## config.mk

```make
export PLATFORM = sky130hd
export DESIGN_NAME = gpio_port_register_block_flat
export DESIGN_NICKNAME = d
export VERILOG_FILES = /design/src/hw/rtl/gprb_pkg.sv /design/src/hw/rtl/gprb_req_if.sv /design/src/hw/rtl/gprb_rsp_if.sv /design/src/hw/rtl/gpio_port_register_block.sv /design/src/flat_wrapper.sv
export VERILOG_INCLUDE_DIRS = /design/src /design/src/hw/rtl
export SDC_FILE = /design/constraint.sdc
export NUM_CORES = 1
export LEC_CHECK = 0
export BUFFER_PORTS_ARGS = -buffer_cell sky130_fd_sc_hd__clkbuf_2
export CAP_MARGIN = 20
export CELL_PAD_IN_SITES_DETAIL_PLACEMENT = 2
export CELL_PAD_IN_SITES_GLOBAL_PLACEMENT = 2
export CORE_ASPECT_RATIO = 1.5
export CORE_MARGIN = 1.5
export CORE_UTILIZATION = 37
export DETAILED_ROUTE_END_ITERATION = 7
export PLACE_DENSITY_LB_ADDON = 0.25
export SYNTH_ARGS = -nofsm -noshare
export SYNTH_HDL_FRONTEND = slang
export SYNTH_SLANG_ARGS = --single-unit
```

## constraint.sdc

```tcl
create_clock -name i_clk -period 4.8 [get_ports i_clk]
set_clock_uncertainty 0.15 [all_clocks]
set_input_delay 0.24 -clock i_clk [delete_from_list [all_inputs] [get_ports i_clk]]
set_output_delay 0.24 -clock i_clk [all_outputs]
set_load 0.03 [all_outputs]
```

## src/hw/rtl/gpio_port_register_block_defines.svh

```systemverilog
// assertion macros for the gpio port register block
`ifndef GPIO_PORT_REGISTER_BLOCK_DEFINES_SVH
`define GPIO_PORT_REGISTER_BLOCK_DEFINES_SVH

// same-cycle implication, sampled on i_clk, off during reset
`define GPRB_ASSERT_NOW(label, cond, cons, msg) \
    label: assert property (@(posedge i_clk) disable iff (!i_rst_n) \
        (cond) |-> (cons)) else $error(msg);

// next-cycle implication, sampled on i_clk, off during reset
`define GPRB_ASSERT_NEXT(label, cond, cons, msg) \
    label: assert property (@(posedge i_clk) disable iff (!i_rst_n) \
        (cond) |=> (cons)) else $error(msg);

`endif

```

## src/hw/rtl/gprb_pkg.sv

```systemverilog
// shared types, constants and mask functions for the gpio port register block
package gprb_pkg;

    localparam int PIN_COUNT = 16;
    localparam int PORT_PINS = 16;
    localparam logic [PORT_PINS-1:0] PIN_MASK =
        PORT_PINS'((33'd1 << PIN_COUNT) - 33'd1);

    typedef enum logic {
        ACC_READ  = 1'b0,
        ACC_WRITE = 1'b1
    } t_access;

    typedef enum logic [3:0] {
        REG_MODE     = 4'd0,
        REG_TYPE     = 4'd1,
        REG_SPEED    = 4'd2,
        REG_PULL     = 4'd3,
        REG_INPUT    = 4'd4,
        REG_OUTPUT   = 4'd5,
        REG_SETRESET = 4'd6,
        REG_LOCK     = 4'd7,
        REG_AFL      = 4'd8,
        REG_AFH      = 4'd9
    } t_reg_sel;

    typedef enum logic [3:0] {
        LOCK_IDLE = 4'b0001,
        LOCK_ARM1 = 4'b0010,
        LOCK_ARM2 = 4'b0100,
        LOCK_ARM3 = 4'b1000
    } t_lock_step;

    // two bits per pin
    function automatic logic [2*PORT_PINS-1:0] spread2(input logic [PORT_PINS-1:0] pins);
        logic [2*PORT_PINS-1:0] m;
        m = '0;
        for (int i = 0; i < PORT_PINS; i++) begin
            m[2*i +: 2] = {2{pins[i]}};
        end
        return m;
    endfunction

    // four bits per pin
    function automatic logic [4*PORT_PINS-1:0] spread4(input logic [PORT_PINS-1:0] pins);
        logic [4*PORT_PINS-1:0] m;
        m = '0;
        for (int i = 0; i < PORT_PINS; i++) begin
            m[4*i +: 4] = {4{pins[i]}};
        end
        return m;
    endfunction

endpackage

```

## src/hw/rtl/gprb_req_if.sv

```systemverilog
// request channel: one register access with the sampled pin levels
interface gprb_req_if;
    logic        valid;
    logic        ready;
    logic        mode;
    logic [3:0]  reg_sel;
    logic [31:0] write_data;
    logic [15:0] pin_levels;

    modport source (output valid, output mode, output reg_sel, output write_data,
                    output pin_levels, input ready);
    modport sink   (input valid, input mode, input reg_sel, input write_data,
                    input pin_levels, output ready);
endinterface

```

## src/hw/rtl/gprb_rsp_if.sv

```systemverilog
// response channel: read data, output drive and lock status
interface gprb_rsp_if;
    logic        valid;
    logic        ready;
    logic [31:0] read_data;
    logic [15:0] pin_drive;
    logic        lock_active;

    modport source (output valid, output read_data, output pin_drive,
                    output lock_active, input ready);
    modport sink   (input valid, input read_data, input pin_drive,
                    input lock_active, output ready);
endinterface

```

## src/hw/rtl/gpio_port_register_block.sv

```systemverilog
// gpio port register block top level: register file, lock sequencer, in/out stages
//
// Register port of a 16-pin gpio port. Each request transaction is one read or write
// of one of ten registers (mode, type, speed, pull, input, output, set/reset, lock,
// afl, afh) and carries the current pin levels; each one produces exactly one
// response transaction with the read data (zero on writes), the output data register
// after the access and the lock status. A request is taken every clock cycle unless a
// stalled response finds the input register full: it is captured in the input
// register, the register file is updated and the response computed from it, and the
// response lands in an output register; sustained throughput is one access per cycle
// while responses are not stalled, set by the single update of the register file
// per cycle. A stalled response holds the output register while one more request
// waits in the input register. Set/reset writes set bits 15:0 and clear bits 31:16
// of the output data, set winning. The lock key sequence is: write with bit 16 set,
// clear, set, same pin bits each time, then a read of the lock register; after that
// the configuration fields of the locked pins ignore writes until reset.
`include "gpio_port_register_block_defines.svh"

module gpio_port_register_block (
    input  logic       i_clk,
    input  logic       i_rst_n,
    gprb_req_if.sink   i_req,
    gprb_rsp_if.source o_rsp
);
    import gprb_pkg::*;

    // input stage
    logic        r_in_valid;
    t_access     r_mode;
    t_reg_sel    r_reg_sel;
    logic [31:0] r_wdata;
    logic [PORT_PINS-1:0] r_levels;

    // register file
    logic [2*PORT_PINS-1:0] r_pin_modes, n_pin_modes;
    logic [PORT_PINS-1:0]   r_out_types, n_out_types;
    logic [2*PORT_PINS-1:0] r_out_speeds, n_out_speeds;
    logic [2*PORT_PINS-1:0] r_pull_modes, n_pull_modes;
    logic [31:0]            r_afl, n_afl;
    logic [31:0]            r_afh, n_afh;
    logic [PORT_PINS-1:0]   r_out_bits, n_out_bits;
    logic [PORT_PINS-1:0]   r_locked, n_locked;
    logic                   r_lock_key, n_lock_key;
    t_lock_step             r_lock_step, n_lock_step;

    // output stage
    logic        r_out_valid;
    logic [31:0] r_rdata, n_rdata;
    logic [PORT_PINS-1:0] r_pin_drive;
    logic        r_lock_active;

    logic                   advance;
    logic [PORT_PINS-1:0]   free_pins;
    logic [2*PORT_PINS-1:0] m2;
    logic [4*PORT_PINS-1:0] m4;
    logic [PORT_PINS-1:0]   wbits;
    logic                   wkey;
    logic                   same;

    assign advance     = r_in_valid && (!r_out_valid || o_rsp.ready);
    assign i_req.ready = !r_in_valid || advance;

    assign free_pins = PIN_MASK & ~(r_lock_key ? r_locked : '0);
    assign m2        = spread2(free_pins);
    assign m4        = spread4(free_pins);
    assign wbits     = r_wdata[PORT_PINS-1:0];
    assign wkey      = r_wdata[16];
    assign same      = (wbits == r_locked);

    // read mux
    always_comb begin
        n_rdata = '0;
        if (r_mode == ACC_READ) begin
            unique case (r_reg_sel)
                REG_MODE:   n_rdata = r_pin_modes;
                REG_TYPE:   n_rdata = {16'd0, r_out_types};
                REG_SPEED:  n_rdata = r_out_speeds;
                REG_PULL:   n_rdata = r_pull_modes;
                REG_INPUT:  n_rdata = {16'd0, r_levels & PIN_MASK};
                REG_OUTPUT: n_rdata = {16'd0, r_out_bits};
                REG_LOCK:   n_rdata = {15'd0, r_lock_key, r_locked};
                REG_AFL:    n_rdata = r_afl;
                REG_AFH:    n_rdata = r_afh;
                default:    n_rdata = '0;
            endcase
        end
    end

    // register file update
    always_comb begin
        n_pin_modes  = r_pin_modes;
        n_out_types  = r_out_types;
        n_out_speeds = r_out_speeds;
        n_pull_modes = r_pull_modes;
        n_afl        = r_afl;
        n_afh        = r_afh;
        n_out_bits   = r_out_bits;
        n_locked     = r_locked;
        n_lock_key   = r_lock_key;
        n_lock_step  = r_lock_step;
        if (r_mode == ACC_WRITE) begin
            unique case (r_reg_sel)
                REG_MODE:     n_pin_modes  = (r_pin_modes & ~m2) | (r_wdata & m2);
                REG_TYPE:     n_out_types  = (r_out_types & ~free_pins)
                                             | (wbits & free_pins);
                REG_SPEED:    n_out_speeds = (r_out_speeds & ~m2) | (r_wdata & m2);
                REG_PULL:     n_pull_modes = (r_pull_modes & ~m2) | (r_wdata & m2);
                REG_OUTPUT:   n_out_bits   = wbits & PIN_MASK;
                REG_SETRESET: n_out_bits   = ((r_out_bits & ~r_wdata[31:16]) | wbits)
                                             & PIN_MASK;
                REG_LOCK: begin
                    if (!r_lock_key) begin
                        n_locked = wbits;
                        priority if (r_lock_step == LOCK_ARM1 && !wkey && same) begin
                            n_lock_step = LOCK_ARM2;
                        end else if (r_lock_step == LOCK_ARM2 && wkey && same) begin
                            n_lock_step = LOCK_ARM3;
                        end else begin
                            n_lock_step = wkey ? LOCK_ARM1 : LOCK_IDLE;
                        end
                    end
                end
                REG_AFL:      n_afl = (r_afl & ~m4[31:0]) | (r_wdata & m4[31:0]);
                REG_AFH:      n_afh = (r_afh & ~m4[63:32]) | (r_wdata & m4[63:32]);
                default: ;
            endcase
        end else if (r_reg_sel == REG_LOCK && !r_lock_key) begin
            // read closes the key sequence
            if (r_lock_step == LOCK_ARM3) begin
                n_lock_key = 1'b1;
            end
            n_lock_step = LOCK_IDLE;
        end
    end

    always_ff @(posedge i_clk) begin
        if (!i_rst_n) begin
            r_in_valid <= 1'b0;
        end else if (i_req.ready) begin
            r_in_valid <= i_req.valid;
        end
    end

    always_ff @(posedge i_clk) begin
        if (i_req.valid && i_req.ready) begin
            r_mode    <= t_access'(i_req.mode);
            r_reg_sel <= t_reg_sel'(i_req.reg_sel);
            r_wdata   <= i_req.write_data;
            r_levels  <= i_req.pin_levels;
        end
    end

    always_ff @(posedge i_clk) begin
        if (!i_rst_n) begin
            r_pin_modes  <= '0;
            r_out_types  <= '0;
            r_out_speeds <= '0;
            r_pull_modes <= '0;
            r_afl        <= '0;
            r_afh        <= '0;
            r_out_bits   <= '0;
            r_locked     <= '0;
            r_lock_key   <= 1'b0;
            r_lock_step  <= LOCK_IDLE;
        end else if (advance) begin
            r_pin_modes  <= n_pin_modes;
            r_out_types  <= n_out_types;
            r_out_speeds <= n_out_speeds;
            r_pull_modes <= n_pull_modes;
            r_afl        <= n_afl;
            r_afh        <= n_afh;
            r_out_bits   <= n_out_bits;
            r_locked     <= n_locked;
            r_lock_key   <= n_lock_key;
            r_lock_step  <= n_lock_step;
        end
    end

    always_ff @(posedge i_clk) begin
        if (!i_rst_n) begin
            r_out_valid <= 1'b0;
        end else if (advance) begin
            r_out_valid <= 1'b1;
        end else if (o_rsp.ready) begin
            r_out_valid <= 1'b0;
        end
    end

    always_ff @(posedge i_clk) begin
        if (advance) begin
            r_rdata       <= n_rdata;
            r_pin_drive   <= n_out_bits;
            r_lock_active <= n_lock_key;
        end
    end

    assign o_rsp.valid       = r_out_valid;
    assign o_rsp.read_data   = r_rdata;
    assign o_rsp.pin_drive   = r_pin_drive;
    assign o_rsp.lock_active = r_lock_active;

    // lock key is sticky until reset
    `GPRB_ASSERT_NEXT(a_key_sticky, r_lock_key, r_lock_key, "lock key dropped")
    // sequencer parks once locked
    `GPRB_ASSERT_NOW(a_step_parked, r_lock_key, r_lock_step == LOCK_IDLE,
                     "lock sequencer active after lock")
    // key only comes from a lock read at the end of the sequence
    `GPRB_ASSERT_NOW(a_key_source, $rose(r_lock_key),
                     $past(advance) && $past(r_reg_sel) == REG_LOCK
                     && $past(r_mode) == ACC_READ && $past(r_lock_step) == LOCK_ARM3,
                     "lock key set without key sequence")
    // every processed access yields a response
    `GPRB_ASSERT_NEXT(a_resp_after_advance, advance, r_out_valid,
                      "processed access without response")
    // locked mode fields never change
    `GPRB_ASSERT_NOW(a_locked_modes, r_lock_key && $past(r_lock_key),
                     ((r_pin_modes ^ $past(r_pin_modes)) & spread2(r_locked)) == '0,
                     "locked pin mode changed")

endmodule

```

## src/flat_wrapper.sv

```systemverilog
// flat-port wrapper written by rule: the top's interface ports become plain ports
module gpio_port_register_block_flat import gprb_pkg::*;
  (i_clk, i_rst_n, i_req_valid, i_req_mode, i_req_reg_sel, i_req_write_data, i_req_pin_levels, i_req_ready, o_rsp_valid, o_rsp_read_data, o_rsp_pin_drive, o_rsp_lock_active, o_rsp_ready);
  gprb_req_if i_req_i ();
  gprb_rsp_if o_rsp_i ();
  input  logic i_clk;
  input  logic i_rst_n;
  input wire logic [$bits(i_req_i.valid)-1:0] i_req_valid;
  input wire logic [$bits(i_req_i.mode)-1:0] i_req_mode;
  input wire logic [$bits(i_req_i.reg_sel)-1:0] i_req_reg_sel;
  input wire logic [$bits(i_req_i.write_data)-1:0] i_req_write_data;
  input wire logic [$bits(i_req_i.pin_levels)-1:0] i_req_pin_levels;
  output wire logic [$bits(i_req_i.ready)-1:0] i_req_ready;
  output wire logic [$bits(o_rsp_i.valid)-1:0] o_rsp_valid;
  output wire logic [$bits(o_rsp_i.read_data)-1:0] o_rsp_read_data;
  output wire logic [$bits(o_rsp_i.pin_drive)-1:0] o_rsp_pin_drive;
  output wire logic [$bits(o_rsp_i.lock_active)-1:0] o_rsp_lock_active;
  input wire logic [$bits(o_rsp_i.ready)-1:0] o_rsp_ready;
  assign i_req_i.valid = i_req_valid;
  assign i_req_i.mode = i_req_mode;
  assign i_req_i.reg_sel = i_req_reg_sel;
  assign i_req_i.write_data = i_req_write_data;
  assign i_req_i.pin_levels = i_req_pin_levels;
  assign i_req_ready = i_req_i.ready;
  assign o_rsp_valid = o_rsp_i.valid;
  assign o_rsp_read_data = o_rsp_i.read_data;
  assign o_rsp_pin_drive = o_rsp_i.pin_drive;
  assign o_rsp_lock_active = o_rsp_i.lock_active;
  assign o_rsp_i.ready = o_rsp_ready;
  gpio_port_register_block u_core (.i_clk(i_clk), .i_rst_n(i_rst_n), .i_req(i_req_i), .o_rsp(o_rsp_i));
endmodule
```

==> impl_results.md, run 1 <==
- Register area share after synthesis: a little under three fifths
- Area of the mapped netlist: approximately 13,000 um^2
- Number of global-route vias before repair: approximately 13,000
- Pre-Repair DR Iteration Count: 5
- CP peak stage delay: between 1 and 1.5 ns
- DIE AREA: between 30,000 and 40,000 um^2
- WL final: 56.6 mm
- Final hold violations: 0
- Antenna cells: 0
- Number of synthesized flops with an enable pin: just over 100
- Final period util: 70.9%
- Setup Crit Path Kind: reg -> reg
- Root buffer cell: clkbuf_16
- Effective utilization at floorplan: about 37%
- CTS tree: built
- Placed cell areas: between 10,000 and 15,000 um^2
- Final cell utilization of the core: around 44%
- TritonCTS Sinks: roughly 320
- FF-to-FF Start: u_core.r_reg_sel[0]
- Standard-cell rows: 85
- Crit-path leading delay family: simple AND/OR/NAND/NOR gates
- Overflow after GRT: 0
- Tmin final: around 3.4 ns
- Syn Inst Count: approximately 1,400
- Largest fanout on the critical path: 34
- Crit path launch type: register
- Final #Nets: 1,507
- Yosys reg bits: roughly 320
- Postcts setup bufs: 0
- Worst Hold Launch: o_rsp_ready
- Max-slew violations: 0
- Gr usage total: a little under a third
- Die width: 158 um
- Reg area: 7370 um^2
- CORE AREA: around 36,000 um^2
- Post-synth top flop: dfxtp_1
- Share of cells above drive strength 1: between 10% and 20%
- DRC Markers: 0
- Non-Filler Cell Area, Final: between 15,000 and 20,000 um^2
- Dpl hpwl: roughly 35 mm
- PortBufs: between 100 and 150
- Avg Cell Area, Syn: 9.64 um^2
- Multi-input gate area: around 5300 um^2
- GP Congestion: between 0.8 and 0.9
- Crit. Startpoint: u_core.r_reg_sel[0]
- Fmax: 0.294 GHz
- Synth warn: 0
- Endpoints failing setup: 0
- P_leak: about 5.1 nW
- Buf/Inv on CP: 2
- DR vias: 12,300
- WL per Instance: ~29 um
- Clk buf depth: 3
- VDD IR max: 256 uV
- Worst Tran Pin Value: about 1.1 ns
- Reg clk slew, reported paths: about 0.060 ns
- Total CTS buffers: 35
- RSZ-0062 raised after global routing: false
- Power per cell area: 386 nW/um^2
- Setup_tns: 0 ns
- Filler cells: 3,861
- Critical Path End Type: register
- Outcome: finished clean
- H-Tree Depth: 2
- Worst skew pair latency: approximately 0.54 ns
- Synth cell types: 53
- Max_cap viols: 0
- Vias/cell: between 6 and 7
- Initial drt markers: between 1,000 and 1,500
- Post-CTS Resized: 0
- Worst EP arrival: ~3.7 ns
- Antenna Nets Post-Route: 0
- I/O pin cnt: 108
- Cells along the critical path: and4bb_1, buf_4, and4_1, buf_12, nand3_1, a21oi_1
- Mapped Nets: approximately 1,400
- Hold Buf Count CTS: 54
- Fraction of registers with async set/reset: 0%
- Largest net degree at the start of global routing: 84
- Initial antenna violation count: 0
- Die H: around 240 um
- Slowest-stage cell, CP: and4_1
- Area grow syn2layout: 18.7%
- First-pass GRT wire length: about 85 mm
- Max-slew headroom at the worst pin: between 20% and 30%
- WP data required: about 5.1 ns
- HP Class: in -> reg
metal layers:
metal  up-vias  global-route usage (%)  wire (um)
met1      6387                    34.7      21100
met5         -                       0          0
li1       5349                       -          -
met2       409                    53.7      29000
met4         0                    19.7       4080
met3       157                    4.07       2450
cells in the mapped netlist (2+ instances only):
master | n | share of area [%]
a221oi_1 | 16 | 1.1
buf_1 | 12 | 0.34
nand2b_1 | 2 | 0.094
a222oi_1 | 16 | 1.2
nand3_1 | 192 | 7.2
and2_1 | 17 | 0.80
nor4_2 | 2 | 0.19
a22o_1 | 32 | 2.1
a31oi_1 | 33 | 1.5
o21ba_1 | 2 | 0.15
and4_1 | 6 | 0.39
nor2b_1 | 2 | 0.094
o211ai_1 | 16 | 0.90
inv_1 | 3 | 0.084
nor2_1 | 2 | 0.056
nor4b_4 | 2 | 0.36
o21ai_0 | 210 | 7.9
buf_2 | 24 | 0.90
or4_1 | 3 | 0.17
a22oi_1 | 48 | 2.7
nor4b_2 | 2 | 0.23
nor4_1 | 6 | 0.28
dfxtp_1 | 215 | 32
xor2_1 | 17 | 1.1
clkbuf_1 | 123 | 3.5
edfxtp_1 | 102 | 23
a21oi_1 | 195 | 7.3
nand2_1 | 38 | 1.1
nand4_1 | 8 | 0.38
buf_4 | 2 | 0.11
o21ba_2 | 14 | 1.1
cell families (layout without fill, tap and decap cells):
| family | Yosys count | in the layout | synth area share [%] |
|---|---|---|---|
| flip-flops | 317 | 317 | 55.2 |
| multiplexers | 1 | 1 | 0.0750 |
| buffers and inverters | 167 | 259 | 5.05 |
| XOR/XNOR | 17 | 17 | 1.12 |
| AO/OA/AOI/OAI | 589 | 589 | 26.4 |
| AND/OR/NAND/NOR | 293 | 293 | 12.2 |
metrics by stage:
stage | power (mW) | setup slack [ns] | hold slack, ns | instances
after floorplan | 3.12 | 1.48 | 0.189 | 1384
after CTS | 6.14 | 1.42 | 0.00545 | 1954
after global routing | 6.26 | 1.30 | 0.0221 | 1954
after detailed placement | 3.29 | 1.45 | 0.269 | 1837
final | 6.11 | 1.40 | 0.00940 | 1954
after global placement | 3.27 | 1.61 | 0.268 | 1837
final cells by class:
class | count | area share (%)
Clock inverter | 15 | 1.10
Sequential cell | 317 | 46.5
Inverter | 4 | 0.126
Tap cell | 478 | 3.78
Clock buffer | 48 | 6.43
Timing Repair Buffer | 192 | 8.34
Multi-Input combinational cell | 900 | 33.7
power breakdown:
| part | internal [mW] | total (mW) | switching (mW) |
|---|---|---|---|
| logic | 0.114 | 0.333 | 0.219 |
| clock network | 1.70 | 2.85 | 1.14 |
| registers | 2.83 | 2.93 | 0.0971 |
worst min-delay path, cell delays in order:
cell and delay, ns:
clkbuf_2 0.08, nor2b_1 0.10, a21oi_1 0.17, nor2_1 0.05
path summary, 6_finish.rpt:
| kind | end | depth (start not counted) | slack, ns |
|---|---|---|---|
| max | register | 6 | 1.40 |
| min | u_core.r_in_valid | 4 | 0.009 |
| max reg2reg | register | 6 | 1.40 |
| min reg2reg | register | 2 | 0.33 |
cell usage in the layout, fill, tap and decap left out, types with 3 or more instances in the layout:
cell type	netlist	layout
a221oi_1	16	16
clkbuf_16	0	38
clkbuf_1	123	7
nor4_1	6	6
dfxtp_1	215	215
a21oi_1	195	195
nor4b_4	2	3
a31oi_1	33	33
a22oi_1	48	48
and4_1	6	4
clkinv_1	0	6
nand2_1	38	37
edfxtp_1	102	102
buf_4	2	30
clkbuf_2	1	107
a222oi_1	16	16
o21ba_2	14	14
a22o_1	32	32
and2_1	17	16
o21ai_0	210	210
dlygate4sd3_1	0	54
nand3_1	192	192
xor2_1	17	17
bufinv_16	0	4
clkinv_2	0	3
or4_1	3	3
nand4_1	8	8
clkbuf_8	0	3
o211ai_1	16	16
No activity file was read; power rests on OpenSTA's default activity.
==> run 2: changes to the inputs <==
--- a/config.mk
+++ b/config.mk
@@ -12,7 +12,7 @@
 export CELL_PAD_IN_SITES_GLOBAL_PLACEMENT = 2
 export CORE_ASPECT_RATIO = 1.5
 export CORE_MARGIN = 1.5
-export CORE_UTILIZATION = 37
+export CORE_UTILIZATION = 34
 export DETAILED_ROUTE_END_ITERATION = 7
 export PLACE_DENSITY_LB_ADDON = 0.25
 export SYNTH_ARGS = -nofsm -noshare
==> constraint.sdc (replaced) <==
create_clock -name i_clk -period 2.8 [get_ports i_clk]
set_clock_uncertainty 0.15 [all_clocks]
set_input_delay 0.14 -clock i_clk [delete_from_list [all_inputs] [get_ports i_clk]]
set_output_delay 0.14 -clock i_clk [all_outputs]
set_load 0.03 [all_outputs]
==> impl_results.md, run 2 (synthesis results as in run 1) <==
- Number of global-route vias before repair: 13,500 (was 13,300)
- Worst hold endpoint: u_core.r_lock_step[0] (was u_core.r_in_valid)
- Total CTS buffers: 35 (unchanged)
- RSZ-0062 raised after global routing: false (unchanged)
- Antenna Nets Post-Route: 0 (unchanged)
- Endpoints failing setup: 0 (unchanged)
- Max-slew headroom at the worst pin: 50.5% (was 25.3%)
- Critical Path End Type: register (unchanged)
- Share of cells above drive strength 1: 16.3% (was 14.8%)
- Max-slew violations: 0 (unchanged)
- P_leak: 5.29 nW (was 5.10 nW)
- DRC Markers: 0 (unchanged)
- WP data required: 3.13 ns (was 5.10 ns)
- Worst EP arrival: 2.94 ns (was 3.70 ns)
- HP Class: in -> reg (unchanged)
- DR vias: 12,500 (was 12,300)
- Tmin final: 2.61 ns (was 3.40 ns)
- GP Congestion: 0.841 (was 0.807)
- Root buffer cell: clkbuf_16 (unchanged)
- Crit path launch type: register (unchanged)
- Power share of the clock group: 44.7% (was 46.6%)
- Largest fanout on the critical path: 16 (was 34)
- H-Tree Depth: 2 (unchanged)
- Setup Crit Path Kind: reg -> reg (unchanged)
- Final hold violations: 0 (unchanged)
- Reg clk slew, reported paths: 0.06 ns (about the same)
- FF-to-FF Start: u_core.r_reg_sel[2] (was u_core.r_reg_sel[0])
- Initial antenna violation count: 0 (unchanged)
- Flop pwr share: 48.9% (was 48.0%)
- Most common library cell in the layout ignoring fill and taps: dfxtp_1 (unchanged)
- Pre-Repair DR Iteration Count: 6 (was 5)
- Antenna cells: 0 (unchanged)
- Comb pwr share: 6.4% (was 5.4%)
- Overflow after GRT: 0 (unchanged)
- Hold Buf Count CTS: 55 (was 54)
- First-pass GRT wire length: 88.7 mm (was 84.6 mm)
- Postcts setup bufs: 0 (unchanged)
- I/O pin cnt: 108 (unchanged)
- Worst skew pair latency: 0.54 ns (about the same)
- Standard-cell rows: 88 (was 85)
- Die H: 246 um (was 236 um)
- Clk buf depth: 3 (unchanged)
- Vias/cell: 6.23 (was 6.30)
- Dpl hpwl: 37.9 mm (was 35.4 mm)
- Effective utilization at floorplan: 34.6% (was 37.3%)
- PortBufs: 107 (unchanged)
- Max_cap viols: 0 (unchanged)
- TritonCTS Sinks: 317 (unchanged)
- Outcome: finished clean (unchanged)
- WL per Instance: 29.8 um (was 29.0 um)
- Final #Nets: 1,542 (was 1,507)
- CORE AREA: 38,500 um^2 (was 35,700 um^2)
- VDD IR max: 502 uV (was 256 uV)
- Die width: 165 um (was 158 um)
- WL final: 59.6 mm (was 56.6 mm)
- CTS tree: built (unchanged)
- Area grow syn2layout: 21.7% (was 18.7%)
- Worst r2r dst: u_core.r_out_bits[11]
- Worst Tran Pin Value: 0.742 ns (was 1.12 ns)
- Post-CTS Resized: 0 (unchanged)
- Power Internal: 7.74 mW (was 4.65 mW)
- Final period util: 93.2% (was 70.9%)
- Initial drt markers: 1,015 (was 1,050)
- Pre-CTS WS: 0.255 ns (was 1.45 ns)
- Worst Hold Launch: i_rst_n (was o_rsp_ready)
- Largest net degree at the start of global routing: 112 (was 84)
- Sw power: 2.50 mW (was 1.46 mW)
- Worst Slack Setup Final: 0.190 ns (was 1.40 ns)
- Fmax: 0.383 GHz (was 0.294 GHz)
- DIE AREA: 40,500 um^2 (was 37,200 um^2)
- Sw frac: 24.4% (was 23.9%)
- Setup_tns: 0 ns (unchanged)
- Most frequent cells in the layout: dfxtp_1, o21ai_0, a21oi_1, nand3_1, clkbuf_2 (unchanged)
- Depth of the most critical reg-to-reg path: 4 (was 6)
- Hold Path Stages: 2 (was 4)
- Power per cell area: 631 nW/um^2 (was 386 nW/um^2)
- R2R setup slack: 0.19 ns (was 1.40 ns)
- Gr usage total: 30.0% (was 30.8%)
## run 2: cell types whose count changed in the layout (fill, tap and decap cells not counted), moves of 2 or more
cell / previous run / this run
buf_4: 30 / 48
buf_12: 1 / 17
clkbuf_1: 7 / 16
clkinv_1: 6 / 0
bufinv_16: 4 / 0
clkbuf_8: 3 / 6
and4_1: 4 / 6
and4_2: 2 / 0
clkinv_2: 3 / 1
## run 2: worst max-delay path, stage by stage, from the launching register on
cell      delay [ns]
edfxtp_1        0.81
or4bb_1         0.90
o211ai_1        0.36
a22o_1          0.20
o21ba_2         0.13
## run 2: cell type report
type / count / area, um^2
Sequential cell: 317 / 7370
Tap cell: 495 / 619
Clock buffer: 60 / 1090
Inverter: 4 / 20.0
Multi-Input combinational cell: 900 / 5330
Timing Repair Buffer: 227 / 1790
Clock inverter: 2 / 13.8
Fill cell: 4138 / 22300
## run 2: per-stage QoR
step	hold slack (ns)	instances	power (mW)	instance area, um^2	utilization [%]
after global placement	0.166	1888	5.68	14600	37.8
final	0.0460	2005	10.2	16200	42.1
after floorplan	0.0889	1384	5.35	13300	-
after CTS	0.0158	2005	10.3	16200	42.1
after detailed placement	0.169	1888	5.70	14600	37.8
after global routing	0.0625	2005	10.5	16200	42.1
## run 2: routing by layer
layer | global-route usage, % | part of all wire (%)
met5 | 0 | 0
met4 | 20.1 | 7.5
met3 | 3.64 | 4.2
met2 | 52.4 | 51
met1 | 33.8 | 38
## run 2: how the worst max path moves through the flow
stage                                end  slack (ns)                 from
3_3_place_gp   u_core.o_rsp.read_data[5]        0.35  u_core.r_reg_sel[3]
3_5_place_dp       u_core.r_out_bits[15]        0.26  u_core.r_reg_sel[2]
4_1_cts            u_core.r_out_bits[15]        0.23  u_core.r_reg_sel[2]
2_1_floorplan         u_core.r_levels[0]        0.04   u_core.o_rsp.valid
6_report           u_core.r_out_bits[11]        0.19  u_core.r_reg_sel[2]
5_1_grt                         register        0.09  u_core.r_reg_sel[1]
## run 2: power groups by stage
stage / clock [mW] / combinational, mW / sequential (mW)
6_report: 4.58 / 0.660 / 5.01
5_1_grt: 4.83 / 0.694 / 5.01
4_1_cts: 4.66 / 0.656 / 5.01
3_5_place_dp: 0 / 0.595 / 5.10
3_3_place_gp: 0 / 0.581 / 5.10
2_1_floorplan: 0 / 0.282 / 5.07
==> run 3: changes to the inputs <==
--- a/config.mk
+++ b/config.mk
@@ -8,7 +8,7 @@
 export LEC_CHECK = 0
 export BUFFER_PORTS_ARGS = -buffer_cell sky130_fd_sc_hd__clkbuf_2
 export CAP_MARGIN = 20
-export CELL_PAD_IN_SITES_DETAIL_PLACEMENT = 2
+export CELL_PAD_IN_SITES_DETAIL_PLACEMENT = 0
 export CELL_PAD_IN_SITES_GLOBAL_PLACEMENT = 2
 export CORE_ASPECT_RATIO = 1.5
 export CORE_MARGIN = 1.5
==> impl_results.md, run 3 (synthesis results as in run 1) <==
- Vias/cell: 6.01 (was 6.23)
- Overflow after GRT: 0 (unchanged)
- Number of global-route vias before repair: 11,700 (was 13,500)
- VDD IR max: 397 uV (was 502 uV)
- DRC Markers: 0 (unchanged)
- Total power: 10.3 mW (was 10.2 mW)
- Antenna cells: 0 (unchanged)
- Endpoints failing setup: 0 (unchanged)
- Sw power: 2.49 mW (was 2.50 mW)
- Crit path launch type: register (unchanged)
- Outcome: finished clean (unchanged)
- Worst EP arrival: 2.88 ns (was 2.94 ns)
- Clk buf depth: 3 (unchanged)
- Power Internal: 7.85 mW (was 7.74 mW)
- Worst Tran Pin Value: 0.747 ns (was 0.742 ns)
- Slowest-stage cell, CP: or4bb_1 (unchanged)
- WL per Instance: 27.4 um (was 29.8 um)
- Die width: 165 um (unchanged)
- Filler cells: 3,784 (was 4,138)
- Standard-cell rows: 88 (unchanged)
- Gr usage total: 27.2% (was 30.0%)
- Effective utilization at floorplan: 34.6% (unchanged)
- Comb pwr share: 6.3% (was 6.4%)
- Hold WS: 0.0566 ns (was 0.0460 ns)
- I/O pin cnt: 108 (unchanged)
- Initial antenna violation count: 0 (unchanged)
- Die H: 246 um (unchanged)
- Fmax: 0.392 GHz (was 0.383 GHz)
- CTS tree: built (unchanged)
- RSZ-0062 raised after global routing: false (unchanged)
- Antenna Nets Post-Route: 0 (unchanged)
- Worst skew pair latency: 0.54 ns (about the same)
- Largest net degree at the start of global routing: 112 (unchanged)
- Area grow syn2layout: 21.9% (was 21.7%)
- Root buffer cell: clkbuf_16 (unchanged)
- GP Congestion: 0.841 (unchanged)
- DIE AREA: 40,500 um^2 (unchanged)
- Largest fanout on the critical path: 16 (unchanged)
- Sw frac: 24.1% (was 24.4%)
- Setup Crit Path Kind: reg -> reg (unchanged)
- Pre-Repair DR Iteration Count: 6 (unchanged)
- Share of cells above drive strength 1: 16.5% (was 16.3%)
- Setup_tns: 0 ns (unchanged)
- Max_cap viols: 0 (unchanged)
- CP peak stage delay: 0.89 ns (was 0.90 ns)
- Final #Nets: 1,542 (unchanged)
- Reg clk slew, reported paths: 0.06 ns (about the same)
- Tmin final: 2.55 ns (was 2.61 ns)
- DR vias: 12,100 (was 12,500)
- HP Class: in -> reg (unchanged)
- Most frequent cells in the layout: dfxtp_1, o21ai_0, a21oi_1, nand3_1, clkbuf_2 (unchanged)
- Most common library cell in the layout ignoring fill and taps: dfxtp_1 (unchanged)
- TritonCTS Sinks: 317 (unchanged)
- H-Tree Depth: 2 (unchanged)
- Max-slew violations: 0 (unchanged)
- P_leak: 5.31 nW (was 5.29 nW)
- WP data required: 3.13 ns (about the same)
- WL final: 54.9 mm (was 59.6 mm)
- CORE AREA: 38,500 um^2 (unchanged)
- First-pass GRT wire length: 80.2 mm (was 88.7 mm)
- Initial drt markers: 1,342 (was 1,015)
- Power share of the clock group: 45.3% (was 44.7%)
- Critical Path End Type: register (unchanged)
- Final period util: 91.2% (was 93.2%)
- Dpl hpwl: 34.3 mm (was 37.9 mm)
- Power per cell area: 636 nW/um^2 (was 631 nW/um^2)
- Total CTS buffers: 35 (unchanged)
- Flop pwr share: 48.4% (was 48.9%)
- Final hold violations: 0 (unchanged)
- PortBufs: 107 (unchanged)
- Max-slew headroom at the worst pin: 50.2% (was 50.5%)
- Cells along the critical path: or4bb_1, o211ai_1, a22o_1, o21ba_2 (unchanged)
==> run 3: changes by cell type in the layout (fill, tap and decap cells not counted) <==
cell       change
clkbuf_8       -4
clkbuf_1       -5
clkbuf_16      -1
clkinv_1       +3
clkinv_2       +5
bufinv_16      +3
==> run 3: stage by stage <==
| stage | area, um^2 | instances | utilization [%] | setup slack [ns] |
|---|---|---|---|---|
| CTS | 16300 | 2006 | 42.2 | 0.277 |
| floorplan | 13300 | 1384 | - | 0.0410 |
| global route | 16300 | 2006 | 42.2 | 0.128 |
| finish | 16300 | 2006 | 42.2 | 0.246 |
| detailed placement | 14600 | 1888 | 37.8 | 0.291 |
| global placement | 14600 | 1888 | 37.8 | 0.350 |
==> run 3: cell type report <==
type	count	area [um^2]	share of cell area (%)
tap	495	619	3.81
clock buffer	50	995	6.12
timing repair buffer	227	1790	11.0
multi-input combinational	900	5330	32.8
inverter	4	20.0	0.123
clock inverter	13	140	0.862
sequential	317	7370	45.3
==> run 3: per-layer routing <==
metal / wire (um) / vias up / part of all wire [%] / track usage, %
li1: - / 5421 / - / -
met1: 20700 / 5997 / 38 / 32.4
met2: 27200 / 520 / 50 / 46.0
met3: 3150 / 124 / 5.7 / 3.15
met4: 3850 / 0 / 7.0 / 17.8
met5: 0 / - / 0 / 0
==> run 3: repair_timing <==
item	in CTS	in global routing
resized for setup	0	0
buffers inserted	0	0
hold buffers	55	0
hold endpoints to repair	54	0
==> run 3: power by group through the flow <==
stage	registers, mW	logic (mW)	clock network (mW)
final	5.00	0.647	4.69
after CTS	5.00	0.645	4.78
after floorplan	5.07	0.282	0
after detailed placement	5.10	0.585	0
after global routing	5.00	0.681	4.96
after global placement	5.10	0.581	0
==> run 3: path summary, 6_finish.rpt <==
kind	from	endpoint	slack, ns	depth (start not counted)
worst max-delay path	u_core.r_reg_sel[2]	u_core.r_out_bits[4]	0.25	4
worst min-delay path	i_rst_n	u_core.r_lock_key	0.06	2
worst max register to register	u_core.r_reg_sel[2]	u_core.r_out_bits[4]	0.25	4
worst min register to register	register	register	0.32	2
==> run 3: worst max-delay path: cells and delay by family (launching register included) <==
kind             cells  cell delay (ns)
flip-flops           1             0.79
AND/OR/NAND/NOR      1             0.89
AO/OA/AOI/OAI        3             0.66
